--- src/rtl/core/prwc_pkg.sv ---
// Shared types and constants for the polygon ring winding check.
// Used by the channel interfaces and by the top level; no dependencies.
package prwc_pkg;

  localparam int COORD_W           = 32;
  localparam int AREA_W            = 48;
  localparam int MIN_RING_VERTICES = 3;

  typedef logic signed [COORD_W-1:0] coord_t;
  typedef logic signed [AREA_W-1:0]  area_t;

  typedef logic [1:0] status_t;
  localparam status_t ST_OK       = 2'd0;
  localparam status_t ST_SHORT    = 2'd1;
  localparam status_t ST_OUTER_CW = 2'd2;
  localparam status_t ST_HOLE_CCW = 2'd3;

  typedef struct packed {
    coord_t min_x;
    coord_t min_y;
    coord_t max_x;
    coord_t max_y;
  } box_t;

endpackage

--- src/rtl/core/prwc_ifs.sv ---
// Valid/ready channels of the polygon ring winding check: vertex requests in,
// ring results out. Depends on prwc_pkg.
interface prwc_vertex_if;
  logic             valid;
  logic             ready;
  prwc_pkg::coord_t vertex_x;
  prwc_pkg::coord_t vertex_y;
  logic             ring_is_hole;
  logic             last_vertex;

  modport source (output valid, vertex_x, vertex_y, ring_is_hole, last_vertex, input ready);
  modport sink   (input valid, vertex_x, vertex_y, ring_is_hole, last_vertex, output ready);
endinterface

interface prwc_result_if #(
  parameter int MAX_VERTICES = 4096
);
  localparam int CNT_W = $clog2(MAX_VERTICES + 1);

  logic               valid;
  logic               ready;
  prwc_pkg::area_t    signed_area;
  logic [CNT_W-1:0]   vertex_total;
  logic               needs_reverse;
  prwc_pkg::status_t  status;
  prwc_pkg::coord_t   box_min_x;
  prwc_pkg::coord_t   box_min_y;
  prwc_pkg::coord_t   box_max_x;
  prwc_pkg::coord_t   box_max_y;

  modport source (output valid, signed_area, vertex_total, needs_reverse, status,
                  box_min_x, box_min_y, box_max_x, box_max_y, input ready);
  modport sink   (input valid, signed_area, vertex_total, needs_reverse, status,
                  box_min_x, box_min_y, box_max_x, box_max_y, output ready);
endinterface

--- src/rtl/core/polygon_ring_winding_check.sv ---
// Polygon ring winding check: shoelace signed area, vertex count, winding status and
// bounding box of one ring. Depends on prwc_pkg and the interfaces in prwc_ifs.sv.
//
// One vertex request is accepted per clock cycle unless the input stalls. Each vertex
// passes an input register, a product stage (two cross products per vertex: step edge
// and closing edge, four multipliers of integer-part width) and an accumulate stage,
// then the result register, which takes a ring's result as its last vertex leaves the
// accumulate stage. Vertices that do not close a ring produce no result. Backpressure
// on the result side only stalls the input once every stage holds a request.
module polygon_ring_winding_check #(
  parameter int MAX_VERTICES  = 4096,
  parameter int FRACTION_BITS = 16
) (
  input  logic                 clk,
  input  logic                 rst,
  prwc_vertex_if.sink          vertex,
  prwc_result_if.source        result
);

  localparam int IW    = prwc_pkg::COORD_W - FRACTION_BITS;
  localparam int CNT_W = $clog2(MAX_VERTICES + 1);

  // Input register.
  logic             r1_valid;
  prwc_pkg::coord_t r1_x;
  prwc_pkg::coord_t r1_y;
  logic             r1_hole;
  logic             r1_last;

  // Ring state, updated as a vertex leaves the input register.
  logic signed [IW-1:0] first_x;
  logic signed [IW-1:0] first_y;
  logic signed [IW-1:0] prev_x;
  logic signed [IW-1:0] prev_y;
  logic [CNT_W-1:0]     points_seen;
  prwc_pkg::box_t       box;

  // Product stage register.
  logic             r2_valid;
  logic             r2_last;
  logic             r2_hole;
  prwc_pkg::area_t  r2_step;
  prwc_pkg::area_t  r2_close;
  logic [CNT_W-1:0] r2_count;
  prwc_pkg::box_t   r2_box;

  prwc_pkg::area_t  area_acc;

  // Result register.
  logic             out_valid;
  prwc_pkg::area_t  out_area;
  logic [CNT_W-1:0] out_count;
  logic             out_reverse;
  prwc_pkg::status_t out_status;
  prwc_pkg::box_t   out_box;

  logic r2_take;
  logic r1_move;
  logic in_take;

  // A non-closing vertex leaves the accumulate stage without needing the result register.
  assign r2_take = r2_valid && (!r2_last || !out_valid || result.ready);
  assign r1_move = r1_valid && (!r2_valid || r2_take);
  assign vertex.ready = !r1_valid || r1_move;
  assign in_take = vertex.valid && vertex.ready;

  // Product stage logic.
  logic signed [IW-1:0]   ix;
  logic signed [IW-1:0]   iy;
  logic                   is_first;
  logic signed [IW-1:0]   fx;
  logic signed [IW-1:0]   fy;
  logic signed [2*IW-1:0] pa;
  logic signed [2*IW-1:0] pb;
  logic signed [2*IW-1:0] qa;
  logic signed [2*IW-1:0] qb;
  logic [CNT_W-1:0]       count_next;
  prwc_pkg::box_t         box_next;

  always_comb begin
    ix       = IW'(r1_x >>> FRACTION_BITS);
    iy       = IW'(r1_y >>> FRACTION_BITS);
    is_first = (points_seen == '0);
    fx       = is_first ? ix : first_x;
    fy       = is_first ? iy : first_y;
    pa       = prev_x * iy;
    pb       = ix * prev_y;
    qa       = ix * fy;
    qb       = fx * iy;
    if (points_seen < CNT_W'(MAX_VERTICES)) begin
      count_next = points_seen + CNT_W'(1);
    end else begin
      count_next = points_seen;
    end
    if (is_first) begin
      box_next = '{min_x: r1_x, min_y: r1_y, max_x: r1_x, max_y: r1_y};
    end else begin
      box_next = box;
      if (r1_x < box.min_x) box_next.min_x = r1_x;
      if (r1_y < box.min_y) box_next.min_y = r1_y;
      if (r1_x > box.max_x) box_next.max_x = r1_x;
      if (r1_y > box.max_y) box_next.max_y = r1_y;
    end
  end

  // Accumulate stage logic.
  prwc_pkg::area_t   acc_next;
  prwc_pkg::area_t   area;
  prwc_pkg::status_t status_next;
  logic              reverse_next;

  always_comb begin
    acc_next     = area_acc + r2_step;
    area         = acc_next + r2_close;
    status_next  = prwc_pkg::ST_OK;
    reverse_next = 1'b0;
    if (r2_count < CNT_W'(prwc_pkg::MIN_RING_VERTICES)) begin
      area        = '0;
      status_next = prwc_pkg::ST_SHORT;
    end else if (area != '0) begin
      if (!r2_hole && area[prwc_pkg::AREA_W-1]) begin
        status_next  = prwc_pkg::ST_OUTER_CW;
        reverse_next = 1'b1;
      end else if (r2_hole && !area[prwc_pkg::AREA_W-1]) begin
        status_next  = prwc_pkg::ST_HOLE_CCW;
        reverse_next = 1'b1;
      end
    end
  end

  always_ff @(posedge clk) begin
    if (rst) begin
      r1_valid    <= 1'b0;
      r2_valid    <= 1'b0;
      out_valid   <= 1'b0;
      points_seen <= '0;
      area_acc    <= '0;
    end else begin
      if (in_take) begin
        r1_valid <= 1'b1;
      end else if (r1_move) begin
        r1_valid <= 1'b0;
      end

      if (r1_move) begin
        r2_valid <= 1'b1;
      end else if (r2_take) begin
        r2_valid <= 1'b0;
      end

      if (r1_move) begin
        points_seen <= r1_last ? '0 : count_next;
      end

      if (r2_take) begin
        area_acc <= r2_last ? '0 : acc_next;
      end

      if (r2_take && r2_last) begin
        out_valid <= 1'b1;
      end else if (result.ready) begin
        out_valid <= 1'b0;
      end
    end
  end

  always_ff @(posedge clk) begin
    if (in_take) begin
      r1_x    <= vertex.vertex_x;
      r1_y    <= vertex.vertex_y;
      r1_hole <= vertex.ring_is_hole;
      r1_last <= vertex.last_vertex;
    end
    if (r1_move) begin
      if (is_first) begin
        first_x <= ix;
        first_y <= iy;
      end
      prev_x   <= ix;
      prev_y   <= iy;
      box      <= box_next;
      r2_last  <= r1_last;
      r2_hole  <= r1_hole;
      r2_step  <= is_first ? '0 : prwc_pkg::area_t'(pa) - prwc_pkg::area_t'(pb);
      r2_close <= prwc_pkg::area_t'(qa) - prwc_pkg::area_t'(qb);
      r2_count <= count_next;
      r2_box   <= box_next;
    end
    if (r2_take && r2_last) begin
      out_area    <= area;
      out_count   <= r2_count;
      out_reverse <= reverse_next;
      out_status  <= status_next;
      out_box     <= r2_box;
    end
  end

  assign result.valid         = out_valid;
  assign result.signed_area   = out_area;
  assign result.vertex_total  = out_count;
  assign result.needs_reverse = out_reverse;
  assign result.status        = out_status;
  assign result.box_min_x     = out_box.min_x;
  assign result.box_min_y     = out_box.min_y;
  assign result.box_max_x     = out_box.max_x;
  assign result.box_max_y     = out_box.max_y;

endmodule
--- src/flat_wrapper.sv ---
// flat-port wrapper written by rule: the top's interface ports become plain ports
module polygon_ring_winding_check_flat 
#(
  parameter int MAX_VERTICES  = 4096,
  parameter int FRACTION_BITS = 16
)
  (clk, rst, vertex_valid, vertex_vertex_x, vertex_vertex_y, vertex_ring_is_hole, vertex_last_vertex, vertex_ready, result_valid, result_signed_area, result_vertex_total, result_needs_reverse, result_status, result_box_min_x, result_box_min_y, result_box_max_x, result_box_max_y, result_ready);
  prwc_vertex_if vertex_i ();
  prwc_result_if #(.MAX_VERTICES(MAX_VERTICES)) result_i ();
  input  logic clk;
  input  logic rst;
  input wire logic [$bits(vertex_i.valid)-1:0] vertex_valid;
  input wire logic [$bits(vertex_i.vertex_x)-1:0] vertex_vertex_x;
  input wire logic [$bits(vertex_i.vertex_y)-1:0] vertex_vertex_y;
  input wire logic [$bits(vertex_i.ring_is_hole)-1:0] vertex_ring_is_hole;
  input wire logic [$bits(vertex_i.last_vertex)-1:0] vertex_last_vertex;
  output wire logic [$bits(vertex_i.ready)-1:0] vertex_ready;
  output wire logic [$bits(result_i.valid)-1:0] result_valid;
  output wire logic [$bits(result_i.signed_area)-1:0] result_signed_area;
  output wire logic [$bits(result_i.vertex_total)-1:0] result_vertex_total;
  output wire logic [$bits(result_i.needs_reverse)-1:0] result_needs_reverse;
  output wire logic [$bits(result_i.status)-1:0] result_status;
  output wire logic [$bits(result_i.box_min_x)-1:0] result_box_min_x;
  output wire logic [$bits(result_i.box_min_y)-1:0] result_box_min_y;
  output wire logic [$bits(result_i.box_max_x)-1:0] result_box_max_x;
  output wire logic [$bits(result_i.box_max_y)-1:0] result_box_max_y;
  input wire logic [$bits(result_i.ready)-1:0] result_ready;
  assign vertex_i.valid = vertex_valid;
  assign vertex_i.vertex_x = vertex_vertex_x;
  assign vertex_i.vertex_y = vertex_vertex_y;
  assign vertex_i.ring_is_hole = vertex_ring_is_hole;
  assign vertex_i.last_vertex = vertex_last_vertex;
  assign vertex_ready = vertex_i.ready;
  assign result_valid = result_i.valid;
  assign result_signed_area = result_i.signed_area;
  assign result_vertex_total = result_i.vertex_total;
  assign result_needs_reverse = result_i.needs_reverse;
  assign result_status = result_i.status;
  assign result_box_min_x = result_i.box_min_x;
  assign result_box_min_y = result_i.box_min_y;
  assign result_box_max_x = result_i.box_max_x;
  assign result_box_max_y = result_i.box_max_y;
  assign result_i.ready = result_ready;
  polygon_ring_winding_check #(.MAX_VERTICES(MAX_VERTICES), .FRACTION_BITS(FRACTION_BITS)) u_core (.clk(clk), .rst(rst), .vertex(vertex_i), .result(result_i));
endmodule
--- config.mk ---
export PLATFORM = sky130hd
export DESIGN_NAME = polygon_ring_winding_check_flat
export DESIGN_NICKNAME = d
export VERILOG_FILES = /design/src/rtl/core/prwc_pkg.sv /design/src/rtl/core/prwc_ifs.sv /design/src/rtl/core/polygon_ring_winding_check.sv /design/src/flat_wrapper.sv
export SDC_FILE = /design/constraint.sdc
export NUM_CORES = 2
export LEC_CHECK = 0
export ABC_AREA = 0
export ABC_CLOCK_PERIOD_IN_PS = 10400
export BUFFER_PORTS_ARGS = -buffer_cell sky130_fd_sc_hd__clkbuf_2
export CAP_MARGIN = 40
export CORE_AREA = 4 4 344 346
export CTS_BUF_LIST = sky130_fd_sc_hd__clkbuf_8 sky130_fd_sc_hd__clkbuf_16
export CTS_CLUSTER_SIZE = 10
export DETAILED_ROUTE_END_ITERATION = 6
export DIE_AREA = 0 0 348 350
export GPL_ROUTABILITY_DRIVEN = 0
export PLACE_DENSITY = 0.82
export SYNTH_ARGS = -nofsm -noshare
export SYNTH_HDL_FRONTEND = slang
export SYNTH_SLANG_ARGS = --single-unit
--- constraint.sdc ---
create_clock -name clk -period 10.4 [get_ports clk]
set_input_delay 2.08 -clock clk [delete_from_list [all_inputs] [get_ports clk]]
set_output_delay 2.08 -clock clk [all_outputs]
set_load 0.01 [all_outputs]
== After elaboration in Yosys (flattened, before gate mapping) ==
Index checks and enable logic that the tools add are counted.

* Bits in registers: 625
* Bits in latches: 0
* Memory bits (writable): 0
* Bits in read-only memories: 0
* Bits of input ports: 70
* Output and inout port bits: 194
* Memories: 0

* Add/subtract/negate cells: 5
* Multiply operators: 4
* Div/mod/pow operators: 0
* Order comparisons: 6
* Equality and inequality tests: 0
* Shift-type cells: 0
* Muxes and demuxes: 21
* Bitwise logic cells: 1
* Reductions and logical operators: 30

{| class="wikitable"
|+ Operators by type and width
! cell !! count
|-
| multiplier 16 x 16 -> 32 bit || 4
|-
| two-way mux 128 bit || 1
|-
| two-way mux 32 bit || 4
|-
| adder 48 bit || 2
|-
| subtractor 32 x 32 -> 33 bit || 2
|-
| greater-than comparator 32 bit || 2
|-
| less-than comparator 32 bit || 2
|-
| two-way mux 48 bit || 1
|-
| nonzero test 48 bit || 1
|-
| two-way mux 16 bit || 2
|-
| two-way mux 13 bit || 2
|-
| nonzero test 2 bit || 7
|-
| adder 13 x 1 -> 13 bit (second input constant) || 1
|-
| zero test 13 bit || 1
|-
| less-than comparator 13 bit (second input constant) || 1
|-
| less-than comparator 13 x 2 -> 1 bit (second input constant) || 1
|-
| two-way mux 1 bit || 9
|-
| AND reduction 2 bit || 4
|-
| logical AND 1 bit || 6
|-
| zero test 1 bit || 6
|-
| logical OR 1 bit || 4
|-
| two-way mux 2 bit || 2
|-
| OR reduction 2 bit || 1
|-
| inverter 1 bit || 1
|}

== Longest topological paths before layout ==
* Word-level depth: 9
* Gate-level depth with buffers: 38
* Depth with buffers taken out: 35

== Worst setup path after synthesis ==
OpenSTA, ideal clock, no wires.

* Kind: input-to-reg
* Start: input result_ready
* End: register u_core.out_box, in the netlist u_core.result.box_max_x[0], enable pin
* Setup time: 0.748 ns
* Data arrival time: 10.329 ns
* Slack: -0.676 ns
* Stages: 4
* Path buffers: 0
* Path through: nor2b_1 -> nand2_1 -> nand2_1 -> nor2_1

* Word-level cells in the longest chain between the ends: 3

{| class="wikitable"
|+ RTL lines
! item !! RTL line !! source
|-
| from (decl) || flat_wrapper.sv:27 || <nowiki>input wire logic [$bits(result_i.ready)-1:0] result_ready;</nowiki>
|-
| logical OR 1 bit || polygon_ring_winding_check.sv:62 || <nowiki>assign r2_take = r2_valid && (!r2_last || !out_valid || result.ready);</nowiki>
|-
| logical AND 1 bit || polygon_ring_winding_check.sv:62 ||
|-
| logical AND 1 bit || polygon_ring_winding_check.sv:189 || <nowiki>if (r2_take && r2_last) begin</nowiki>
|-
| to (signal assigned) || polygon_ring_winding_check.sv:194 || <nowiki>out_box <= r2_box;</nowiki>
|-
| to (decl) || polygon_ring_winding_check.sv:55 || <nowiki>prwc_pkg::box_t out_box;</nowiki>
|}

No other way between the ends.
A chain may end at the register's enable or synchronous reset.

== Worst setup path after layout ==
* Start: register u_core.points_seen[0]
* End: register u_core.r2_close[26], data pin

* Word-level cells in the longest chain between the ends: 4

{| class="wikitable"
|+ RTL lines
! item !! RTL line !! source
|-
| from (decl) || polygon_ring_winding_check.sv:35 || <nowiki>logic [CNT_W-1:0] points_seen;</nowiki>
|-
| from (signal assigned) || polygon_ring_winding_check.sv:152 || <nowiki>points_seen <= r1_last ? '0 : count_next;</nowiki>
|-
| zero test 13 bit * || polygon_ring_winding_check.sv:83 || <nowiki>is_first = (points_seen == '0);</nowiki>
|-
| two-way mux 16 bit || - ||
|-
| multiplier 16 x 16 -> 32 bit (on tied branches) || polygon_ring_winding_check.sv:88, polygon_ring_winding_check.sv:89 ||
|-
| subtractor 32 x 32 -> 33 bit * || polygon_ring_winding_check.sv:185 || <nowiki>r2_close <= prwc_pkg::area_t'(qa) - prwc_pkg::area_t'(qb);</nowiki>
|-
| to (signal assigned) || polygon_ring_winding_check.sv:185 ||
|-
| to (decl) || polygon_ring_winding_check.sv:43 || <nowiki>prwc_pkg::area_t r2_close;</nowiki>
|}

Every way passes the cells marked *; elsewhere a longest branch is shown, timed or not.

==> summary.txt <==
Final ANT Viol Nets: 0
Skew-Pair Late Insertion Delay: 0.70 ns
DP HPWL: 138.2 mm
Failing checks: DRC
Synth Flop Type: edfxtp_1
Clk buf depth: 3
Gr ovfl total: 0
Hold Vio Cnt, Final: 0
First-pass GRT wire length: 277.0 mm
Synthesis-to-layout area growth: 8.628%
Final Max Slew Viols: 0
CTS tree: built
Clock Pin Slew Worst Setup and Hold Paths: 0.06 ns
Syn Area/Cell: 10.60 um2
Initial DRT Pass Iterations: 7
Seq cells post-synth: 594
FF-to-FF setup slack: 0.57 ns
CP Data Required Time: 10.82 ns
CP Class: reg -> reg
Most common cell after layout, fill and taps aside: inv_1
Period Utilization, post-route: 94.50%
Largest family of logic cells by synthesized area: adder cells
Min Tclk post-route: 9.828 ns
Status: finished, violations left
Vias per std cell: 5.730
Post-CTS Setup Bufs: 0
Site Rows: 125
Slew HR: 35.93%
Syn Std Cell Area: 67790 um2
Largest net degree at the start of global routing: 68
Post-CTS Hold Fix Bufs: 0
Worst min-delay path category: reg -> reg
Sequential share of the synthesized area: 25.37%
Post-synthesis adder-cell area fraction: 44.90%
Initial Util: 58.73%
Core footprint: 115400 um2
Met2 Use GR: 48.35%
WP depth: 31
Nets@finish: 8418
Distinct cells, synth: 87
DR iter-0 viols: 3874
Synth Instances: 6397
Routed length per instance: 21.23 um
Number of synthesized flops with an enable pin: 530
Most frequent cells in the layout: inv_1 (1342), fa_1 (1180), nand2_1 (673)
Compound-Gate Fraction of Synth Area: 6.207%
Finish-stage setup viols: 0
IO Count: 264
Detailed-route via count: 46978
TritonCTS buffer count: 76
GR peak layer: met2
Largest stage delay, worst path: 0.72 ns
Startpoint types: flop
Crit-path slowest cell: and3_2
Remaining DRCs: 1
Async S/R FF share, synth: 0%
Syn Nets: 8192
Clk root buf: clkbuf_16
Max-cap viol count: 0
Die Span Y: 350 um
FMAX: 101.8 MHz
Crit path top cell by count: fa_1
Simple logic cell fraction of the synthesized area: 12.29%
Clock Skew: 0.06569 ns
Worst Setup End Kind: flop
RSZ-0062 raised after global routing: no
Routed WL: 174.0 mm
Hold path cells: 0
Initial antenna violation count: 10
Worst Path Buf+Inv: 6
Setup TNS: 0 ns
Die ar.: 121800 um2
GRT Resource Usage Total: 29.28%
Fillers: 8636
Delay-heaviest family, CP: adder cells
Yosys warning total: 0
Vias in the first global route: 50935
Multiplexer share of the synthesized area: 0.06090%
Cts repair resizes: 0
Share of layout cells above drive strength 1: 7.858%
Worst hold margin: 0.4222 ns
Critical path data arrival time: 10.25 ns
Crit Path Max Fanout: 24
IO buf count: 263
Sinks on Clock Net: 594
R2R cell count: 31
Met1 Usage GRT: 36.26%
Met3 Usage GRT: 5.780%
Die X: 348 um
Worst slew pin tran: 0.9610 ns
XOR/XNOR Fraction of Synth Area: 2.545%
Htree depth: 3
[cell families after synthesis]
logic type,Yosys count
adder cells (fa/ha/maj),1725
AND/OR/NAND/NOR,1700
buffers and inverters,1553
AO/OA/AOI/OAI,624
flip-flops,594
XOR/XNOR,197
multiplexers,4
[sequential cells by signal, indices dropped and copies added, names as in the netlist, 16 cells and up]
register                   flops
u_core.box                    64
u_core.first_y                16
u_core.r1_x                   32
u_core.result.signed_area     48
u_core.result.box_max_y       32
u_core.result.box_min_x       32
u_core.r2_close               33
u_core.area_acc               48
u_core.prev_y                 16
u_core.r2_step                33
u_core.result.box_max_x       32
u_core.r2_box                 64
u_core.prev_x                 16
u_core.r1_y                   32
u_core.first_x                16
u_core.result.box_min_y       32
[final cells by class]
type                    instances  area [um2]  area share (%)
flip-flops and latches        594       17200           23.35
multi-input cells            4250       44800           60.83
repair buffers                376        2485           3.374
inverters                    1325        4979           6.760
diodes                          7       17.52         0.02379
well taps                    1524        1907           2.589
clock buffers                  83        2021           2.744
clock inverters                40       240.2          0.3262
[worst paths after layout]
check | startpoint | end
min reg2reg | u_core.r1_hole | u_core.r2_hole
min | u_core.r1_hole | u_core.r2_hole
max | u_core.points_seen[0] | u_core.r2_close[26]
max reg2reg | u_core.points_seen[0] | u_core.r2_close[26]
[Yosys cell counts, types with 8 or more instances]
cell type / n / area (um2)
or3_1: 11 / 68.82
and3_1: 24 / 150.1
nand2_1: 673 / 2526
and2_1: 490 / 3065
buf_2: 12 / 60.06
a22o_1: 8 / 70.07
xor2_1: 62 / 543.0
o21ai_0: 78 / 390.4
nor3_1: 25 / 125.1
a22oi_1: 39 / 292.8
or2_2: 18 / 112.6
o21a_1: 34 / 255.2
nor2b_1: 49 / 306.5
fa_1: 1180 / 23620
nand4_1: 44 / 275.3
a21o_1: 117 / 878.3
edfxtp_1: 530 / 15920
dfxtp_1: 64 / 1281
nor2_1: 229 / 859.6
nand3_1: 56 / 280.3
xnor2_1: 135 / 1182
o21ai_1: 17 / 85.08
inv_1: 1323 / 4966
a21oi_1: 159 / 795.8
clkbuf_1: 210 / 788.3
a31oi_1: 20 / 125.1
ha_1: 545 / 6819
nor4_1: 18 / 112.6
a211oi_1: 19 / 142.6
o31ai_1: 17 / 127.6
o21bai_1: 28 / 210.2
nand2b_1: 41 / 256.5
[routing by layer]
layer | up-vias | wire length, um
met2 | 2242 | 84120
li1 | 20479 | -
met5 | - | 69
met1 | 23656 | 63040
met4 | 6 | 12050
met3 | 595 | 14740
[per-stage QoR]
step                      utilization, %  area [um2]  setup WS (ns)  instances
final                              63.80       73640         0.5724       8199
after global routing               63.80       73640         0.1760       8199
after CTS                          63.78       73620         0.7202       8191
after detailed placement           61.82       71360         0.7298       8068
after global placement             61.43       70910         0.8470       8049
after floorplan                        -       67800          1.716       6397
Power is not shown: default switching activity piles up to over one toggle a cycle in this logic, so the estimate is an artifact.
